### src/hw/rtl/sfu_pkg.sv
// Shared types and constants for the starfield slot update block.
// Used by sfu_alu and starfield_slot_update_core; depends on nothing else.
package sfu_pkg;

    // Field widths of the beats and the table entries.
    localparam int COL_W    = 11;
    localparam int ROW_W    = 10;
    localparam int SIZE_W   = 3;
    localparam int CNT_W    = 7;
    localparam int IDX_O_W  = 6;
    localparam int REG_W    = 10;

    // Default table size and register reset values.
    localparam int SLOTS_DEF = 64;
    localparam logic [REG_W-1:0] SCREEN_WIDTH_RST = 10'd144;

    // Configuration register indexes.
    typedef enum logic {
        REG_SCREEN_WIDTH  = 1'b0,
        REG_SCREEN_HEIGHT = 1'b1
    } t_reg_idx;

    // One table entry as held in the slot memory.
    typedef struct packed {
        logic [COL_W-1:0]  col;
        logic [ROW_W-1:0]  row;
        logic [SIZE_W-1:0] size;
    } t_entry;

    localparam int ENTRY_W = $bits(t_entry);

    // Result of updating one slot, handed from the update unit to the sequencer.
    typedef struct packed {
        logic   vis;      // slot holds a star after this tick
        logic   spawned;  // the pending spawn went into this slot
        logic   hidden;   // a visible star left the screen
        logic   write;    // entry must be written back
        t_entry entry;    // entry after this tick
    } t_upd;

    // Slot walk sequencer states.
    typedef enum logic [1:0] {
        ST_IDLE,
        ST_READ,
        ST_PROC
    } t_state;

endpackage

### src/hw/rtl/sfu_ram.sv
// Generic single-write, single-read memory with a registered read port.
// Standalone; holds the starfield slot table.
module sfu_ram #(
    parameter int WIDTH = 8,
    parameter int DEPTH = 64,
    parameter int AW    = (DEPTH > 1) ? $clog2(DEPTH) : 1
) (
    input  logic             i_clk,
    input  logic             i_we,
    input  logic [AW-1:0]    i_waddr,
    input  logic [WIDTH-1:0] i_wdata,
    input  logic             i_re,
    input  logic [AW-1:0]    i_raddr,
    output logic [WIDTH-1:0] o_rdata
);

    logic [WIDTH-1:0] r_mem [DEPTH];
    logic [WIDTH-1:0] r_rdata;

    // Write port and registered read port.
    always_ff @(posedge i_clk) begin
        if (i_we) begin
            r_mem[i_waddr] <= i_wdata;
        end
        if (i_re) begin
            r_rdata <= r_mem[i_raddr];
        end
    end

    assign o_rdata = r_rdata;

endmodule

### src/hw/rtl/sfu_alu.sv
// Shared slot update unit: two adds and one compare, used once per slot.
// Depends on sfu_pkg.
module sfu_alu
    import sfu_pkg::*;
(
    input  t_entry            i_entry,
    input  logic              i_vis,
    input  logic              i_spawn_pend,
    input  logic [ROW_W-1:0]  i_spawn_row,
    input  logic [SIZE_W-1:0] i_spawn_size,
    input  logic [REG_W-1:0]  i_width,
    output t_upd              o_upd
);

    logic [SIZE_W-1:0] w_size;
    logic [COL_W-1:0]  w_col;
    logic [COL_W-1:0]  w_limit;
    logic              w_spawn;
    logic              w_leave;

    // A free slot takes the pending spawn; it then starts at column zero.
    assign w_spawn = !i_vis && i_spawn_pend;
    assign w_size  = w_spawn ? ((i_spawn_size == '0) ? SIZE_W'(1) : i_spawn_size)
                             : i_entry.size;
    assign w_col   = w_spawn ? '0 : i_entry.col;

    // A star leaves once its column reaches width plus size.
    assign w_limit = COL_W'(i_width) + COL_W'(w_size);
    assign w_leave = w_col >= w_limit;

    always_comb begin
        o_upd             = '0;
        o_upd.entry.col   = '0;
        o_upd.entry.row   = '0;
        o_upd.entry.size  = SIZE_W'(1);
        if (i_vis || w_spawn) begin
            if (w_leave) begin
                o_upd.hidden = 1'b1;
            end else begin
                o_upd.vis        = 1'b1;
                o_upd.write      = 1'b1;
                o_upd.spawned    = w_spawn;
                o_upd.entry.col  = w_col + COL_W'(w_size);
                o_upd.entry.row  = w_spawn ? i_spawn_row : i_entry.row;
                o_upd.entry.size = w_size;
            end
        end
    end

endmodule

### src/hw/rtl/starfield_slot_update_core.sv
// Top level of the starfield slot update block: sequencer, state and output stage.
// Depends on sfu_pkg, sfu_ram and sfu_alu.
//
// Usage:
// One input beat (spawn_row, spawn_size) is one frame tick. The block spawns
// a star into the lowest free slot if the table is not full, moves or hides
// every visible star, and sends one output beat per slot, slot 0 first, with
// last_record set on slot SLOTS-1. Hidden slots read column 0, row 0, size 1.
// Each slot is handled in two states: ST_READ reads its entry from the slot
// memory, and ST_PROC updates it, writes it back and loads the output
// register. A tick occupies the block until its last slot is committed, and
// the next input beat is taken only once the sequencer is back in ST_IDLE.
// The input stall is high while a tick is in work.
// When the receiver stalls, the walk holds on the current slot until the
// output register frees. Reset clears all visible marks and the star count
// at once, so no clearing pass is needed; screen width returns to 144.
// The user writes screen width through the configuration port only while idle;
// the block does not enforce this. Screen height is accepted but has no effect.
module starfield_slot_update_core
    import sfu_pkg::*;
#(
    parameter int SLOTS = SLOTS_DEF
) (
    input  logic               i_clk,
    input  logic               i_rst_n,
    // Configuration port
    input  logic               i_cfg_we,
    input  logic               i_cfg_index,
    input  logic [REG_W-1:0]   i_cfg_data,
    // Input channel
    input  logic               i_in_valid,
    output logic               o_in_stall,
    input  logic [ROW_W-1:0]   i_spawn_row,
    input  logic [SIZE_W-1:0]  i_spawn_size,
    // Output channel
    output logic               o_out_valid,
    input  logic               i_out_stall,
    output logic [IDX_O_W-1:0] o_slot_index,
    output logic               o_star_visible,
    output logic [COL_W-1:0]   o_star_column,
    output logic [ROW_W-1:0]   o_star_row,
    output logic [SIZE_W-1:0]  o_star_size,
    output logic               o_last_record
);

    localparam int IDX_W = (SLOTS > 1) ? $clog2(SLOTS) : 1;

    t_state            r_state, n_state;
    logic [IDX_W-1:0]  r_idx;
    logic [SLOTS-1:0]  r_vis;
    logic [CNT_W-1:0]  r_count;
    logic [REG_W-1:0]  r_width;
    logic              r_pend;
    logic [ROW_W-1:0]  r_spawn_row;
    logic [SIZE_W-1:0] r_spawn_size;
    logic              r_out_valid;

    logic              w_in_acc;
    logic              w_out_free;
    logic              w_rd_en;
    logic              w_commit;
    logic              w_last;
    logic [ENTRY_W-1:0] w_rdata;
    t_entry            w_entry;
    t_upd              w_upd;

    assign w_in_acc   = i_in_valid && !o_in_stall;
    assign w_out_free = !r_out_valid || !i_out_stall;
    assign w_last     = r_idx == IDX_W'(SLOTS - 1);
    assign w_entry    = t_entry'(w_rdata);

    // Configuration register writes.
    always_ff @(posedge i_clk) begin
        if (!i_rst_n) begin
            r_width <= SCREEN_WIDTH_RST;
        end else if (i_cfg_we) begin
            case (t_reg_idx'(i_cfg_index))
                REG_SCREEN_WIDTH:  r_width <= i_cfg_data;
                REG_SCREEN_HEIGHT: ;
                default:           ;
            endcase
        end
    end

    // Sequencer next state.
    always_comb begin
        n_state = r_state;
        case (r_state)
            ST_IDLE: begin
                if (w_in_acc) n_state = ST_READ;
            end
            ST_READ: n_state = ST_PROC;
            ST_PROC: begin
                if (w_out_free) n_state = w_last ? ST_IDLE : ST_READ;
            end
            default: n_state = ST_IDLE;
        endcase
    end

    // Sequencer outputs.
    always_comb begin
        o_in_stall = 1'b1;
        w_rd_en    = 1'b0;
        w_commit   = 1'b0;
        case (r_state)
            ST_IDLE: o_in_stall = 1'b0;
            ST_READ: w_rd_en    = 1'b1;
            ST_PROC: w_commit   = w_out_free;
            default: o_in_stall = 1'b1;
        endcase
    end

    always_ff @(posedge i_clk) begin
        if (!i_rst_n) begin
            r_state <= ST_IDLE;
        end else begin
            r_state <= n_state;
        end
    end

    // Slot table memory, one entry per slot.
    sfu_ram #(
        .WIDTH (ENTRY_W),
        .DEPTH (SLOTS),
        .AW    (IDX_W)
    ) u_ram (
        .i_clk   (i_clk),
        .i_we    (w_commit && w_upd.write),
        .i_waddr (r_idx),
        .i_wdata (w_upd.entry),
        .i_re    (w_rd_en),
        .i_raddr (r_idx),
        .o_rdata (w_rdata)
    );

    // Shared update unit.
    sfu_alu u_alu (
        .i_entry      (w_entry),
        .i_vis        (r_vis[r_idx]),
        .i_spawn_pend (r_pend),
        .i_spawn_row  (r_spawn_row),
        .i_spawn_size (r_spawn_size),
        .i_width      (r_width),
        .o_upd        (w_upd)
    );

    // Spawn request captured with the input beat.
    always_ff @(posedge i_clk) begin
        if (w_in_acc) begin
            r_spawn_row  <= i_spawn_row;
            r_spawn_size <= i_spawn_size;
        end
    end

    // Slot pointer, visible marks, star count and pending spawn.
    always_ff @(posedge i_clk) begin
        if (!i_rst_n) begin
            r_idx   <= '0;
            r_vis   <= '0;
            r_count <= '0;
            r_pend  <= 1'b0;
        end else if (w_in_acc) begin
            r_idx  <= '0;
            r_pend <= r_count < CNT_W'(SLOTS);
        end else if (w_commit) begin
            r_vis[r_idx] <= w_upd.vis;
            if (!w_last) begin
                r_idx <= r_idx + IDX_W'(1);
            end
            if (w_upd.spawned) begin
                r_pend <= 1'b0;
            end
            if (w_upd.spawned && !w_upd.hidden) begin
                r_count <= r_count + CNT_W'(1);
            end else if (w_upd.hidden) begin
                r_count <= r_count - CNT_W'(1);
            end
        end
    end

    // Output register.
    always_ff @(posedge i_clk) begin
        if (!i_rst_n) begin
            r_out_valid <= 1'b0;
        end else if (w_commit) begin
            r_out_valid <= 1'b1;
        end else if (!i_out_stall) begin
            r_out_valid <= 1'b0;
        end
    end

    always_ff @(posedge i_clk) begin
        if (w_commit) begin
            o_slot_index   <= IDX_O_W'(r_idx);
            o_star_visible <= w_upd.vis;
            o_star_column  <= w_upd.entry.col;
            o_star_row     <= w_upd.entry.row;
            o_star_size    <= w_upd.entry.size;
            o_last_record  <= w_last;
        end
    end

    assign o_out_valid = r_out_valid;

`ifndef SYNTH
    // The star count never exceeds the table size.
    a_count_range: assert property (@(posedge i_clk) disable iff (!i_rst_n)
        r_count <= CNT_W'(SLOTS))
        else $error("star count above table size");

    // Between ticks the star count matches the visible marks.
    a_count_marks: assert property (@(posedge i_clk) disable iff (!i_rst_n)
        r_state == ST_IDLE |-> $countones(r_vis) == 32'(r_count))
        else $error("star count does not match visible marks");

    // The last record always describes the final slot.
    a_last_slot: assert property (@(posedge i_clk) disable iff (!i_rst_n)
        (o_out_valid && o_last_record) |-> o_slot_index == IDX_O_W'(SLOTS - 1))
        else $error("last record on wrong slot");
`endif

endmodule
### config.mk
export PLATFORM = sky130hd
export DESIGN_NAME = starfield_slot_update_core
export DESIGN_NICKNAME = d
export VERILOG_FILES = /design/src/hw/rtl/sfu_pkg.sv /design/src/hw/rtl/sfu_ram.sv /design/src/hw/rtl/sfu_alu.sv /design/src/hw/rtl/starfield_slot_update_core.sv
export SDC_FILE = /design/constraint.sdc
export NUM_CORES = 2
export LEC_CHECK = 0
export BUFFER_PORTS_ARGS = -buffer_cell sky130_fd_sc_hd__buf_4
export CORE_AREA = 8 8 295 411
export CTS_BUF_LIST = sky130_fd_sc_hd__clkbuf_8
export DETAILED_ROUTE_END_ITERATION = 10
export DIE_AREA = 0 0 303 419
export GPL_ROUTABILITY_DRIVEN = 0
export MAX_ROUTING_LAYER = met4
export PLACE_DENSITY = 0.8
export SYNTH_ARGS = -nofsm -noshare
export SYNTH_HDL_FRONTEND = slang
export SYNTH_SLANG_ARGS = --single-unit
export TNS_END_PERCENT = 20
### constraint.sdc
create_clock -name i_clk -period 13.9 [get_ports i_clk]
set_input_delay 0.695 -clock i_clk [delete_from_list [all_inputs] [get_ports i_clk]]
set_output_delay 0.695 -clock i_clk [all_outputs]
set_load 0.05 [all_outputs]
==> impl_metrics.tcl <==
set metrics [dict create \
    clkPwrFrac 0.374 \
    tightest_slew_ps 1610 \
    fp.dieW_um 303 \
    violations "capacitance limit, slew limit" \
    syn-num-nets 3695 \
    cts.clk_slew.worst_paths_ps 70 \
    rsz0062_at_grt "no" \
    rrSetupSlack_ps 4630 \
    drive_above_1_share 0.125 \
    syn_area_per_cell_um2 17.3 \
    final.setup.tns_ps 0 \
    finClkSkew_ps 48.5 \
    synth_area_um2 62800 \
    p_per_area_nw_per_um2 134 \
    status "finished, violations left" \
    portBuffers 62 \
    cts_root_buffer "clkbuf_8" \
    dpl_cell_area_um2 65100 \
    drcViolationCount 0 \
    reg2reg_depth 23 \
    swShare 0.213 \
    cts_sinks 1696 \
    synth-edff-count 1605 \
    overflow 0 \
    vdd_drop_max_uv 111 \
    antenna_found_initial 19 \
    grt_pass1_wl_mm 258 \
    timing.critical_path.mode_cell "buf_4" \
    vias 38161 \
    yosysWarnings 0 \
    row_count 148 \
    whs_endpoint "o_out_valid" \
    fmax_ghz 0.108 \
    critPathMaxStageDelay_ps 1040 \
    clk_latency_ps 950 \
    synthCells 3639 \
    critical_path_required_ps 14430 \
    worst_hold_path_type "input port to flip-flop" \
    cts_tree "yes" \
    critPathCaptureType "flip-flop" \
    final-setup-viol-count 0 \
    via_per_inst 6.99 \
    start_util 0.544 \
    path_cells "nor3_2, buf_4, a22o_1, nor4_1, o2bb2ai_1, nor3_2, nand2_1, mux2i_1, inv_1, fa_1, a21oi_1, nor2b_1, xnor2_1, ha_1, a211o_1, o211ai_1, o211ai_1, a221o_1, buf_4, a21oi_4, buf_4, nand3_1, inv_1" \
    synth.distinct_cells 63 \
    power.total_mw 9.30 \
    totalWireLength_mm 182 \
    grtUsageTotal 0.292 \
    areaGrowthSynthToFinish_pct 10.6 \
    async_flop_share 0 \
    hold_ws_ps 136 \
    cp_slowest_cell "dfxtp_1" \
    max_cap_viol_count 2 \
    cp_num_buf_inv 5 \
    relSlewSlack -0.0860 \
    p_int_mw 7.32 \
    finish.instance_area_um2 69400 \
    critPathTopFamily "buffers and inverters" \
    nets 3828 \
    fp.dieH_um 419 \
    drt_iter0_drc 7016 \
    ctsHoldBuffers 23 \
    synth-seq-cells 1696 \
    synth_seq_area_share 0.797 \
    ctsHtreeMaxLevel 4 \
    dpl.hpwl_mm 103 \
    arrival_ps 9800 \
    r2r-start "r_idx[0]" \
    hold_path_depth 3 \
    routedWlPerCell_um 33.4 \
    detail_route.first_pass.iterations 8 \
    fin_crit_ps 9270 \
    ioPinCount 63 \
    cp_max_fo 72 \
    critPathKind "flip-flop to flip-flop" \
    grt_max_degree 126 \
    startpoint_type "flip-flop" \
    post-route-period-util 0.667 \
    timing.rr.end "u_ram.r_mem[57][6]" \
    drv_slew 2 \
    ant_nets 0 \
    cts_setup_buffers 0 \
    p_comb_frac 0.025 \
    cts_buffers 213 \
    p_leak_nw 21.6 \
    dieArea_um2 127000 \
    power_frac_seq 0.600 \
    cts.path.max_buffers 3 \
    layout_commonest_cell "edfxtp_1" \
    hp-start "i_out_stall" \
    power.switching_mw 1.99 \
    grt_pass1_vias 36419 \
    cts_resized 0 \
    final_hold_viol_count 0 \
    coreArea_um2 115000 \
    layout_common_cells "edfxtp_1 (1605), a22oi_1 (424), clkbuf_8 (226)" \
    synthFlopType "edfxtp_1" \
]
## worst max-delay path by stage
stage / slack [ps] / from / to / cells after the start
after global placement: 5180 / r_idx[0] / u_ram.r_mem[29][17] / 23
after global routing: 4220 / r_idx[0] / u_ram.r_mem[57][20] / 23
final: 4630 / r_idx[0] / u_ram.r_mem[57][6] / 23
after detailed placement: 4940 / r_idx[0] / u_ram.r_mem[36][5] / 23
after CTS: 4880 / r_idx[0] / u_ram.r_mem[57][6] / 23
after floorplan: 6830 / r_idx[1] / o_star_column[1] / 23
## per-stage QoR
| stage | setup slack (ps) | cells | utilization |
|---|---|---|---|
| after floorplan | 6830 | 3639 | - |
| after global placement | 5180 | 5034 | 0.564 |
| after detailed placement | 4940 | 5034 | 0.564 |
| after CTS | 4880 | 5446 | 0.601 |
| after global routing | 4220 | 5459 | 0.602 |
| final | 4630 | 5461 | 0.602 |
## cells in the mapped netlist, types with 3 or more instances
library cell	n	area (um2)
a21boi_0	61	458
inv_1	77	289
buf_1	46	173
nor2_1	32	120
a21o_1	6	45.0
nand4_1	20	125
a22o_1	176	1540
nand2b_1	10	62.6
nand2_1	64	240
xor2_1	11	96.3
edfxtp_1	1605	48200
a21oi_1	70	350
o22a_1	3	26.3
a221oi_1	178	1560
and3_1	18	113
dfxtp_1	91	1820
o21a_1	3	22.5
a22oi_1	424	3180
xnor2_1	12	105
buf_2	11	55.1
o211ai_1	5	37.5
or3_1	3	18.8
nand3b_1	4	30.0
a31oi_1	150	938
mux2i_1	14	140
o21ai_0	75	375
clkbuf_1	185	694
nor3_1	12	60.1
nor3b_1	3	22.5
and3b_1	5	43.8
a21boi_1	12	90.1
ha_1	24	300
or3b_2	3	26.3
nand3_1	134	671
nor2b_1	11	68.8
fa_1	3	60.1
nor4_1	26	163
buf_4	3	22.5
and2_1	17	106
mux4_2	3	67.6
## power groups by stage
stage | Sequential [mW] | Combinational [mW] | Clock (mW)
2_1_floorplan | 5.70 | 0.115 | 0
3_3_place_gp | 5.69 | 0.216 | 0
3_5_place_dp | 5.69 | 0.222 | 0
4_1_cts | 5.58 | 0.228 | 3.47
5_1_grt | 5.58 | 0.245 | 3.68
6_report | 5.58 | 0.236 | 3.48
## flip-flops by register name, indices dropped and copies added, names as in the netlist, 2 cells and up
register       count
u_ram.r_mem     1536
r_vis             64
u_ram.o_rdata     24
o_star_column     11
o_star_row        10
r_spawn_row       10
r_width           10
r_count            7
o_slot_index       6
r_idx              6
o_star_size        3
r_spawn_size       3
r_state            2
## cell type report
| cell class | count | area [um2] |
|---|---|---|
| antenna | 15 | 37.5 |
| timing repair buffer | 165 | 1350 |
| clock inverter | 163 | 987 |
| fill | 7678 | 45900 |
| multi-input combinational | 1619 | 11800 |
| tap | 1500 | 1880 |
| sequential | 1696 | 50000 |
| inverter | 77 | 289 |
| clock buffer | 226 | 3110 |
## metal layers
metal,share of wire,global-route usage
met5,0,-
met4,0.091,0.211
met2,0.46,0.435
met3,0.14,0.0839
met1,0.31,0.338
## tightest hold or removal path, cell delays in order
cell,delay [ps]
buf_4,100
nand2_1,120
a21boi_0,100
## cell families (layout without fill, tap and decap cells)
group	count (synthesis)	in the layout	synth area share
other	0	15	0
and+or+nand+nor	369	369	0.0307
DFF	1696	1696	0.797
xor gates and xnor gates	23	23	0.00321
AOI/OAI and AO/OA	1180	1180	0.140
muxes	20	20	0.00385
buffers and inverters	324	631	0.0200
adders and majority gates	27	27	0.00574
(Power assumes the default switching activity.)
